**config.mk**
```make
export PLATFORM = sky130hd
export DESIGN_NAME = string_escape_encoder
export DESIGN_NICKNAME = d
export VERILOG_FILES = /design/src/sv/sesc_pkg.sv /design/src/sv/string_escape_encoder.sv /design/src/sv/sesc_seq.sv
export SDC_FILE = /design/constraint.sdc
export NUM_CORES = 1
export LEC_CHECK = 0
export BUFFER_PORTS_ARGS = -buffer_cell sky130_fd_sc_hd__buf_2
export CAP_MARGIN = 20
export CORE_ASPECT_RATIO = 1.2
export CORE_UTILIZATION = 45
export DETAILED_ROUTE_END_ITERATION = 8
export PLACE_DENSITY = 0.72
export SLEW_MARGIN = 10
export SYNTH_ARGS = -nofsm -noshare
export SYNTH_HDL_FRONTEND = slang
export SYNTH_SLANG_ARGS = --single-unit
```
**constraint.sdc**
```tcl
create_clock -name clk -period 3.2 [get_ports clk]
set_input_delay 0.32 -clock clk [delete_from_list [all_inputs] [get_ports clk]]
set_output_delay 0.32 -clock clk [all_outputs]
set_load 0.1 [all_outputs]
```
**src/sv/sesc_pkg.sv**
```systemverilog
package sesc_pkg;

  localparam int unsigned SESC_MAX_LEN = 6;
  localparam int unsigned SESC_IDX_W   = $clog2(SESC_MAX_LEN);

  typedef logic [SESC_IDX_W-1:0] sesc_idx_t;

  // escape class of one raw byte
  typedef enum logic [1:0] {
    KIND_PLAIN,
    KIND_LETTER,
    KIND_UNICODE,
    KIND_PREFIX
  } sesc_kind_t;

  // one output byte of the run, plus run length
  typedef struct packed {
    sesc_idx_t  len;
    logic [7:0] sym;
  } sesc_sel_t;

  localparam logic [7:0] CH_BSLASH = 8'h5C;
  localparam logic [7:0] CH_QUOTE  = 8'h22;
  localparam logic [7:0] CH_SLASH  = 8'h2F;
  localparam logic [7:0] CH_ZERO   = 8'h30;
  localparam logic [7:0] CH_UPPER_A = 8'h41;
  localparam logic [7:0] CH_U      = 8'h75;
  localparam logic [7:0] CH_CTRL_LIMIT = 8'h20;

  function automatic logic [7:0] hex_digit(input logic [3:0] nib);
    logic [7:0] res;
    if (nib < 4'd10) begin
      res = CH_ZERO + {4'h0, nib};
    end else begin
      res = CH_UPPER_A + {4'h0, nib} - 8'd10;
    end
    return res;
  endfunction

endpackage

```
**src/sv/string_escape_encoder.sv**
```systemverilog
// String escape encoder: one raw string byte per item in, its escaped form out
// one byte per cycle. An item is taken when start is high and busy is low;
// results appear on out_* with out_valid high for exactly one cycle each and
// cannot be held off, so the receiver must take every byte as it comes.
// An accepted item passes the holding stage and the result register before its
// first result. A byte that passes unchanged gives one output byte, a two-byte
// escape two, a JSON \u00XX escape six; busy is high for all but the last
// cycle of a run, so plain bytes stream at one item per cycle, a figure set by
// the single output byte register. cfg_protocol_mode, loaded into mode_r on
// cfg_we, picks the syntax (0 s-expression, 1 JSON); mode_r is sampled per item.
module string_escape_encoder (
  input  logic       clk,
  input  logic       rst_n,
  input  logic       start,
  output logic       busy,
  input  logic [7:0] in_data_byte,
  input  logic       in_string_last,
  output logic       out_valid,
  output logic [7:0] out_byte,
  output logic       out_run_last,
  output logic       out_string_end,
  input  logic       cfg_we,
  input  logic       cfg_protocol_mode
);
  import sesc_pkg::*;

  // mode register
  logic mode_r;

  // holding stage: item being expanded
  logic       hold_valid_r, hold_valid_nxt;
  logic [7:0] byte_r, byte_nxt;
  logic       last_r, last_nxt;
  logic       json_r, json_nxt;
  sesc_idx_t  idx_r, idx_nxt;

  // result register
  logic       out_valid_r;
  logic [7:0] out_byte_r;
  logic       out_run_last_r;
  logic       out_string_end_r;

  sesc_sel_t  sel;
  logic       run_done;
  logic       accept;

  sesc_seq u_seq (
    .raw_byte (byte_r),
    .json     (json_r),
    .idx      (idx_r),
    .sel      (sel)
  );

  // last byte of the run is being registered for output this cycle; a new item may enter
  assign run_done = (idx_r == (sel.len - SESC_IDX_W'(1)));
  assign busy     = hold_valid_r && !run_done;
  assign accept   = start && !busy;

  always_ff @(posedge clk) begin
    if (!rst_n) begin
      mode_r <= 1'b0;
    end else if (cfg_we) begin
      mode_r <= cfg_protocol_mode;
    end
  end

  always_comb begin
    hold_valid_nxt = hold_valid_r;
    byte_nxt       = byte_r;
    last_nxt       = last_r;
    json_nxt       = json_r;
    idx_nxt        = idx_r;
    priority if (accept) begin
      hold_valid_nxt = 1'b1;
      byte_nxt       = in_data_byte;
      last_nxt       = in_string_last;
      json_nxt       = mode_r;
      idx_nxt        = '0;
    end else if (hold_valid_r && run_done) begin
      hold_valid_nxt = 1'b0;
    end else if (hold_valid_r) begin
      idx_nxt = idx_r + SESC_IDX_W'(1);
    end else begin
      hold_valid_nxt = 1'b0;
    end
  end

  always_ff @(posedge clk) begin
    if (!rst_n) begin
      hold_valid_r <= 1'b0;
      idx_r        <= '0;
    end else begin
      hold_valid_r <= hold_valid_nxt;
      idx_r        <= idx_nxt;
    end
  end

  always_ff @(posedge clk) begin
    byte_r <= byte_nxt;
    last_r <= last_nxt;
    json_r <= json_nxt;
  end

  // result register: one escaped byte per cycle
  always_ff @(posedge clk) begin
    if (!rst_n) begin
      out_valid_r <= 1'b0;
    end else begin
      out_valid_r <= hold_valid_r;
    end
  end

  always_ff @(posedge clk) begin
    out_byte_r       <= sel.sym;
    out_run_last_r   <= run_done;
    out_string_end_r <= run_done && last_r;
  end

  assign out_valid      = out_valid_r;
  assign out_byte       = out_byte_r;
  assign out_run_last   = out_run_last_r;
  assign out_string_end = out_string_end_r;

  // an accepted item shows its first byte after the holding stage and the result register
  a_accept_to_out: assert property (@(posedge clk) disable iff (!rst_n)
    (start && !busy) |=> ##1 out_valid)
    else $error("accepted item produced no result");

  // string end only on the closing byte of a run
  a_end_on_run_last: assert property (@(posedge clk) disable iff (!rst_n)
    (out_valid && !out_run_last) |-> !out_string_end)
    else $error("string end flagged mid run");

  // a run is sent without gaps
  a_run_no_gap: assert property (@(posedge clk) disable iff (!rst_n)
    (out_valid && !out_run_last) |=> out_valid)
    else $error("gap inside escape run");

  // while busy the stage is still emitting
  a_busy_emits: assert property (@(posedge clk) disable iff (!rst_n)
    busy |=> out_valid && !$past(start && !busy))
    else $error("busy without output");

endmodule

```
**src/sv/sesc_seq.sv**
```systemverilog
module sesc_seq (
  input  logic [7:0]         raw_byte,
  input  logic               json,
  input  sesc_pkg::sesc_idx_t idx,
  output sesc_pkg::sesc_sel_t sel
);
  import sesc_pkg::*;

  logic [7:0] letter;
  sesc_kind_t kind;

  always_comb begin
    unique case (raw_byte)
      8'h08:   letter = json ? 8'h62 : 8'h00;  // b
      8'h0C:   letter = json ? 8'h66 : 8'h00;  // f
      8'h0A:   letter = 8'h6E;                 // n
      8'h0D:   letter = 8'h72;                 // r
      8'h09:   letter = 8'h74;                 // t
      default: letter = 8'h00;
    endcase
  end

  always_comb begin
    priority if (letter != 8'h00) begin
      kind = KIND_LETTER;
    end else if (json && (raw_byte < CH_CTRL_LIMIT)) begin
      kind = KIND_UNICODE;
    end else if ((raw_byte == CH_QUOTE) || (raw_byte == CH_BSLASH) ||
                 (json && (raw_byte == CH_SLASH))) begin
      kind = KIND_PREFIX;
    end else begin
      kind = KIND_PLAIN;
    end
  end

  always_comb begin
    sel.len = SESC_IDX_W'(1);
    sel.sym = raw_byte;
    unique case (kind)
      KIND_PLAIN: begin
        sel.len = SESC_IDX_W'(1);
        sel.sym = raw_byte;
      end
      KIND_LETTER: begin
        sel.len = SESC_IDX_W'(2);
        sel.sym = (idx == '0) ? CH_BSLASH : letter;
      end
      KIND_PREFIX: begin
        sel.len = SESC_IDX_W'(2);
        sel.sym = (idx == '0) ? CH_BSLASH : raw_byte;
      end
      KIND_UNICODE: begin
        sel.len = SESC_IDX_W'(SESC_MAX_LEN);
        unique case (idx)
          SESC_IDX_W'(0): sel.sym = CH_BSLASH;
          SESC_IDX_W'(1): sel.sym = CH_U;
          SESC_IDX_W'(4): sel.sym = hex_digit(raw_byte[7:4]);
          SESC_IDX_W'(5): sel.sym = hex_digit(raw_byte[3:0]);
          default:        sel.sym = CH_ZERO;
        endcase
      end
      default: begin
        sel.len = SESC_IDX_W'(1);
        sel.sym = raw_byte;
      end
    endcase
  end

endmodule
```
==> results of run 1 <==
cells in the mapped netlist (2+ instances only):
master	n
inv_1	10
nor3_1	5
nand2_1	14
o31a_1	2
a2bb2oi_1	3
ha_1	12
nor2_1	15
a31oi_1	4
nand3_1	4
o21a_1	2
mux2i_1	2
dfxtp_1	16
a21boi_0	2
o21ai_0	13
nor2b_1	3
edfxtp_1	10
nand4_1	2
buf_2	5
a211oi_1	3
a21oi_1	11
nor4_1	2
clkbuf_1	4
or3_1	3
and2_1	2
power breakdown:
group	internal (uW)	switching (uW)
registers	364	18.3
clock network	110	107
logic	40.4	117
worst max-delay path, stage by stage, from the launching register on:
cell and delay (ns):
edfxtp_1 0.47, inv_1 0.17, ha_1 0.23, or3b_4 0.40
a2111oi_4 0.47, o31a_1 0.21, o311a_2 0.28, buf_12 0.20
routing by layer:
layer  vias up  wire (um)  global-route usage [%]
met5         -          0                       0
met4         0        131                    13.4
met3        13        156                    4.27
met2        48       1800                    34.7
met1       648       1480                    24.1
li1        677          -                       -
stage by stage:
| step | hold WS (ns) | std cells |
|---|---|---|
| after detailed placement | 0.426 | 228 |
| after global placement | 0.424 | 228 |
| after global routing | 0.202 | 232 |
| after floorplan | 0.408 | 173 |
| final | 0.211 | 232 |
| after CTS | 0.210 | 232 |
state kept, by name (all words and copies together), names as in the netlist:
| name | count |
|---|---|
| out_valid | 1 |
| json_r | 1 |
| idx_r | 3 |
| last_r | 1 |
| out_byte | 8 |
| byte_r | 8 |
| mode_r | 1 |
| out_run_last | 1 |
| out_string_end | 1 |
| hold_valid_r | 1 |
how the worst max path moves through the flow:
stage	start	endpoint	slack, ns	depth (start not counted)
floorplan	byte_r[0]	byte_r[0]	0.32	8
global placement	byte_r[0]	busy	0.52	7
detailed placement	byte_r[0]	busy	0.43	7
CTS	byte_r[0]	busy	0.09	7
global route	byte_r[0]	busy	0.05	7
finish	byte_r[0]	busy	0.17	7
cell families after synthesis:
logic type	after synthesis	share of synthesized area (%)
fa+ha+maj	12	9.49
mux	2	1.26
flops	26	39.2
compound gates	53	24.0
simple gates	59	19.9
buf+inv	20	5.61
xor+xnor	1	0.553
layout make-up:
class                           count  area [um2]  area share (%)
Tap cell                           37        46.3            2.58
Multi-Input combinational cell    127         875            48.7
Timing Repair Buffer               28         163            9.05
Clock buffer                        4        55.1            3.06
Sequential cell                    26         621            34.5
Inverter                           10        37.5            2.09
==> impl_metrics.ini, run 1 <==
[outcome]
status = finished clean

[layout]
nets = 222
mostFrequentLayoutCells = buf_2 (24), dfxtp_1 (16), nor2_1 (15), nand2_1 (14), o21ai_0 (13)
antenna-diode-count = 0
layout-drive-gt1-share_pct = 20.0
nFillCells = 321
area_delta_synth_final_pct = 13.5
fin_area_um2 = 1800
final_util_pct = 53.8
final_common_cell = buf_2

[timing]
final-max-slew-violation-count = 0
tightestPinTransition_ns = 0.520
finalCritPeriodShare_pct = 94.5
max-slew-margin-rel_pct = 65.3
hold_viol = 0
period_needed_ns = 3.03
rsz0062_at_grt = false
fmax_mhz = 331
setup_ws_ns = 0.175
tns_ns = 0
setup_violations = 0
clock_skew_ns = 0.00541

[setup_path]
r2r_slack_ns = 0.47
start_kind = flip-flop
end_kind = output pin
crit_type = flip-flop to output pin
crit_required_ns = 2.88
reg2reg_from = byte_r[0]
crit_arrival_ns = 2.71
crit_fanout = 9
r2r_cells = 8
worst_r2r_endpoint = byte_r[1]

[place]
dpl_worst_slack_ns = 0.427
port_buffers = 25
gp_congestion = 0.883
place.detailed.hpwl_mm = 2.65
place_area_um2 = 1740

[synth]
yosysWarnings = 0
synth_ff_type = dfxtp_1
synth_edf_count = 10
ys_seq_area_share_pct = 39.2
synth_area_per_cell_um2 = 9.15
ys_ff_latch = 26
yosys-top-cells-area = dfxtp_1 (20%), edfxtp_1 (19%), ha_1 (9.5%), o21ai_0 (4.1%), nor2_1 (3.6%)
syn_area_um2 = 1580
synth_top_area_share_pct = 20.2
syn-num-nets = 199
synth_top_cell_by_area = dfxtp_1
ys_types = 48
synth_cells = 173
synth-async-reset-ratio_pct = 0

[global_route]
grtUsageTotal_pct = 20.7
overflow = 0
grt_pass1_vias = 1327
antenna_found_initial = 0
grt_pass1_wl_mm = 5.95
grt_max_degree = 15

[worst_hold_path]
hold_start = in_string_last
hold_depth = 1
min_to = last_r
min-delay-path-class = input pin to flip-flop

[route]
vias_per_cell = 5.97
firstDrtPassIters = 4
route.detailed.drc = 0
vias = 1386
wl_mm = 3.57
post_drt_wl_per_cell_um = 15.4
drtAntennaViolNets = 0
drt_iter0_drc = 63

[cts]
cts_buffers = 3
clk_latency_ns = 0.28
clk_path_buf_depth = 2
root_buffer = clkbuf_8
post_cts_resized = 0
cts.clk_slew.worst_paths_ns = 0.09
cts_tree = done
post-cts-setup-buffers = 0
numClockSinks = 26
cts_max_level = 1
holdBufCountCts = 0

[power_and_ir_drop]
ir_drop_v = 0.000247
power_density_nw_per_um2 = 422
p_leak_uw = 0.000728
power_uw = 758

[floorplanning]
die_x_um = 56.1
start_util_pct = 47.4
core_um2 = 3340
fp.dieH_um = 67.0
num_rows = 23
io_pins = 26
design.die.area_um2 = 3760

[job]
maxCapViolCount = 0
(Power assumes the default switching activity.)
==> run 2, diff against run 1 <==
- CELL_PAD_IN_SITES_DETAIL_PLACEMENT: default -> 0
- CELL_PAD_IN_SITES_GLOBAL_PLACEMENT: default -> 1
- CORE_UTILIZATION: 45 -> 42
- PLACE_DENSITY: 0.72 -> 0.84
==> run 2 against run 1 <==
Utilization shrank 3.2 points. Flip-flop and latch count is the same. First-iteration DRC count grew 22%. Register-to-register slack gained 0.04 ns. Clock power grew 27%. Hold slack lost 0.0020 ns. Non-clock buffer count grew 1. Critical path depth is the same. Cell area grew 2.4%. Largest cell class unchanged.
==> impl_metrics.ini, run 2 (synthesized netlist as in run 1, its figures left out) <==
[outcome]
status = finished clean

[setup_path]
cp_top_family = compound AO/OA/AOI/OAI gates
crit_fanout = 9
cp_num_buf_inv = 2
crit_type = flip-flop to output pin
crit_required_ns = 2.88
start_kind = flip-flop
slowest_stage = edfxtp_1
end_kind = output pin
path_cells = inv_1 > ha_1 > or3b_4 > a2111oi_4 > o31a_1 > o311a_2 > buf_12
crit_arrival_ns = 2.68
critPathMaxStageDelay_ns = 0.46

[global_route]
met2_usage_pct = 37.0
grt_pass1_wl_mm = 6.51
top_usage_layer = met2
grt_max_degree = 16
overflow = 0
antenna_found_initial = 0
met1_usage_pct = 25.2
grtUsageTotal_pct = 20.7
grt_use_met3_pct = 3.17
grt_pass1_vias = 1364

[job]
maxCapViolCount = 0

[route]
vias_per_cell = 5.60
wl_mm = 3.75
drt_iter0_drc = 77
vias = 1388
post_drt_wl_per_cell_um = 15.1
firstDrtPassIters = 4
drtAntennaViolNets = 0
route.detailed.drc = 0

[power_and_ir_drop]
power_density_nw_per_um2 = 445
ir_drop_v = 0.000233
p_switching_uw = 245
intPower_uw = 573
p_sw_share_pct = 30.0
combPwrFrac_pct = 19.8
p_clk_share_pct = 33.6
sequentialPowerShare_pct = 46.6
p_leak_uw = 0.000740

[floorplanning]
start_util_pct = 43.6
die_x_um = 58.0
io_pins = 26
num_rows = 24
fp.dieH_um = 69.2
core_um2 = 3630
design.die.area_um2 = 4020

[layout]
antenna-diode-count = 0
nFillCells = 352
seq_area_um2 = 621
final_common_cell = buf_2
multi_input_area_um2 = 875
nets = 223
stdcell_count = 248
area_delta_synth_final_pct = 16.2
layout-drive-gt1-share_pct = 20.4
mostFrequentLayoutCells = buf_2 (24), dfxtp_1 (16), nor2_1 (15), nand2_1 (14), o21ai_0 (13)

[cts]
cts_max_level = 1
post-cts-setup-buffers = 0
root_buffer = clkbuf_8
post_cts_resized = 0
clk_path_buf_depth = 2
numClockSinks = 26
holdBufCountCts = 0
cts_tree = done
cts_buffers = 3
clk_latency_ns = 0.28
cts.clk_slew.worst_paths_ns = 0.10

[timing]
setup_violations = 0
fmax_mhz = 334
hold_viol = 0
clock_skew_ns = 0.00836
rsz0062_at_grt = false
period_needed_ns = 3.00
finalCritPeriodShare_pct = 93.7
max-slew-margin-rel_pct = 60.9
tightestPinTransition_ns = 0.585
final-max-slew-violation-count = 0
tns_ns = 0

[worst_hold_path]
min-delay-path-class = input pin to flip-flop

[place]
gp_congestion = 0.886
place_inst = 244
place.detailed.hpwl_mm = 2.88
port_buffers = 25
[run 2: area by class of cell]
class	count	share of cell area [%]
clock buffer	3	2.24
clock inverter	1	1.63
inverter	10	2.04
multi-input combinational	127	47.6
sequential	26	33.7
tap	52	3.54
timing repair buffer	29	9.25
[run 2: stage by stage]
stage | setup slack (ns) | util [%] | area [um2] | hold slack [ns] | power, uW
2_1_floorplan | 0.316 | - | 1580 | 0.408 | 514
3_3_place_gp | 0.517 | 48.6 | 1770 | 0.416 | 547
3_5_place_dp | 0.438 | 48.6 | 1770 | 0.424 | 550
4_1_cts | 0.0980 | 50.6 | 1840 | 0.210 | 825
5_1_grt | 0.0842 | 50.6 | 1840 | 0.203 | 848
6_report | 0.202 | 50.6 | 1840 | 0.209 | 819
[run 2: power by group through the flow]
stage	Clock, uW	Sequential [uW]	Combinational (uW)
final	275	381	162
after global routing	291	384	173
after CTS	281	381	162
after detailed placement	0	389	162
after global placement	0	387	159
after floorplan	0	455	59.0
[run 2: routing by layer]
layer  share of wire, %  vias up
li1                   -      676
met1                 42      660
met2                 52       44
met3                4.4        8
met4                1.8        0
met5                  0        -
[run 2: path summary, 6_finish.rpt]
| kind | depth (start not counted) | slack, ns | start | to |
|---|---|---|---|---|
| max | 7 | 0.20 | byte_r[0] | busy |
| max reg2reg | 8 | 0.51 | byte_r[0] | byte_r[4] |
| min | 1 | 0.21 | in_data_byte[6] | byte_r[6] |
| min reg2reg | 0 | 0.46 | mode_r | json_r |
==> run 3, diff against run 2 <==
- CELL_PAD_IN_SITES_DETAIL_PLACEMENT: 0 -> default
- CELL_PAD_IN_SITES_GLOBAL_PLACEMENT: 1 -> default
- CORE_UTILIZATION: 42 -> 45
- GPL_TIMING_DRIVEN: default -> 0
- PLACE_DENSITY: 0.84 -> 0.72
==> run 3 against run 2 <==
Total power fell by 7.9%. Via count is 2.7% higher. Utilization is 3.7 points higher. Clock skew down 0.0054 ns. Critical path depth increased by 1. Register-to-register slack worse by 0.32 ns. Clock power fell by 23%. Combinational power up 2%. Non-clock buffer count increased by 6. Critical path type unchanged. Largest cell class unchanged.
==> impl_metrics.ini, run 3 (synthesized netlist as in run 1, its figures left out) <==
[floorplanning]
num_rows = 23
design.die.area_um2 = 3760
die_x_um = 56.1
start_util_pct = 47.4
core_um2 = 3340
fp.dieH_um = 67.0
io_pins = 26

[timing]
tightestPinTransition_ns = 0.696
final-max-slew-violation-count = 0
clock_skew_ns = 0.00293
setup_ws_ns = 0.0979
rsz0062_at_grt = false
fmax_mhz = 322
max-slew-margin-rel_pct = 53.4
hold_viol = 0
finalCritPeriodShare_pct = 96.9
timing.hold.ws_ns = 0.218
period_needed_ns = 3.10
setup_violations = 0

[layout]
final_common_cell = buf_2
area_delta_synth_final_pct = 14.6
mostFrequentLayoutCells = buf_2 (29), dfxtp_1 (16), nor2_1 (15), nand2_1 (14), o21ai_0 (13)
final_util_pct = 54.3
antenna-diode-count = 0
nets = 229
layout-drive-gt1-share_pct = 20.8
fin_area_um2 = 1810

[place]
port_buffers = 25
place_area_um2 = 1750
gp_congestion = 0.894
place.detailed.hpwl_mm = 2.60
dpl_worst_slack_ns = -0.0344

[setup_path]
start_kind = flip-flop
crit_fanout = 9
r2r_cells = 8
crit_type = flip-flop to output pin
reg2reg_from = byte_r[0]
critPathMaxStageDelay_ns = 0.48
cp-endpoint = busy
path_cells = inv_1 > ha_1 > or3b_4 > a2111oi_4 > o31a_1 > o311a_1 > buf_6 > buf_4
startpoint = byte_r[0]
worst_r2r_endpoint = byte_r[0]
r2r_slack_ns = 0.19
slowest_stage = a2111oi_4
crit_arrival_ns = 2.78
end_kind = output pin
crit_required_ns = 2.88

[power_and_ir_drop]
p_leak_uw = 0.000738
power_density_nw_per_um2 = 416
ir_drop_v = 0.000279

[global_route]
overflow = 0
grt_pass1_wl_mm = 5.49
grtUsageTotal_pct = 18.6
grt_max_degree = 15
antenna_found_initial = 0
grt_pass1_vias = 1307

[cts]
cts_buffers = 3
numClockSinks = 26
clk_latency_ns = 0.27
cts.clk_slew.worst_paths_ns = 0.09
clk_path_buf_depth = 2
root_buffer = clkbuf_8
post-cts-setup-buffers = 0
cts_max_level = 1
cts_tree = done

[route]
vias = 1425
post_drt_wl_per_cell_um = 14.3
vias_per_cell = 5.96
firstDrtPassIters = 4
wl_mm = 3.43
drtAntennaViolNets = 0
route.detailed.drc = 0
drt_iter0_drc = 41

[job]
maxCapViolCount = 0

[outcome]
status = finished clean

[worst_hold_path]
min-delay-path-class = input pin to flip-flop
run 3: worst min-delay path by stage:
stage,start,to,depth (start not counted),slack [ns]
floorplan,mode_r,json_r,0,0.41
global placement,mode_r,json_r,0,0.42
detailed placement,mode_r,json_r,0,0.43
CTS,in_data_byte[4],byte_r[4],1,0.21
global route,in_data_byte[4],byte_r[4],1,0.21
finish,in_data_byte[3],byte_r[3],1,0.22
run 3: routing by layer:
| metal | GRT usage (%) | share of wire [%] | wire, um | vias to the layer above |
|---|---|---|---|---|
| met5 | 0 | 0 | 0 | - |
| met4 | 8.54 | 2.0 | 70 | 0 |
| met3 | 2.91 | 4.7 | 161 | 6 |
| met2 | 35.7 | 51 | 1740 | 57 |
| met1 | 20.0 | 42 | 1450 | 666 |
| li1 | - | - | - | 696 |
run 3: critical path, delay by kind of cell, from the launching register on:
kind	cells	cell delay (ns)
compound gates	3	0.84
fa+ha+maj	1	0.24
buf+inv	3	0.57
flops	1	0.45
simple gates	1	0.41
run 3: cell type report:
cell class | count | area, um2
Fill cell | 304 | 1520
Multi-Input combinational cell | 127 | 876
Sequential cell | 26 | 621
Timing Repair Buffer | 25 | 128
Clock buffer | 4 | 55.1
Buffer | 10 | 51.3
Tap cell | 37 | 46.3
Inverter | 10 | 37.5
run 3: through the flow:
step                setup TNS, ns  total power, uW  cells
finish                          0              754    239
CTS                             0              761    239
global placement                0              545    235
global route                    0              783    239
detailed placement         -0.341              548    235
floorplan                       0              514    173
run 3: where the power goes:
part | internal (uW) | leakage [uW] | switching, uW
sequential | 364 | 0.000231 | 11.2
clock | 110 | 0.0000288 | 103
combinational | 41.2 | 0.000478 | 125
run 3: repair_timing:
item | CTS | global route
setup endpoints to repair | 11 | 0
hold buffers | 0 | 0
hold endpoints to repair | 0 | 0
gates resized for setup | 2 | 0
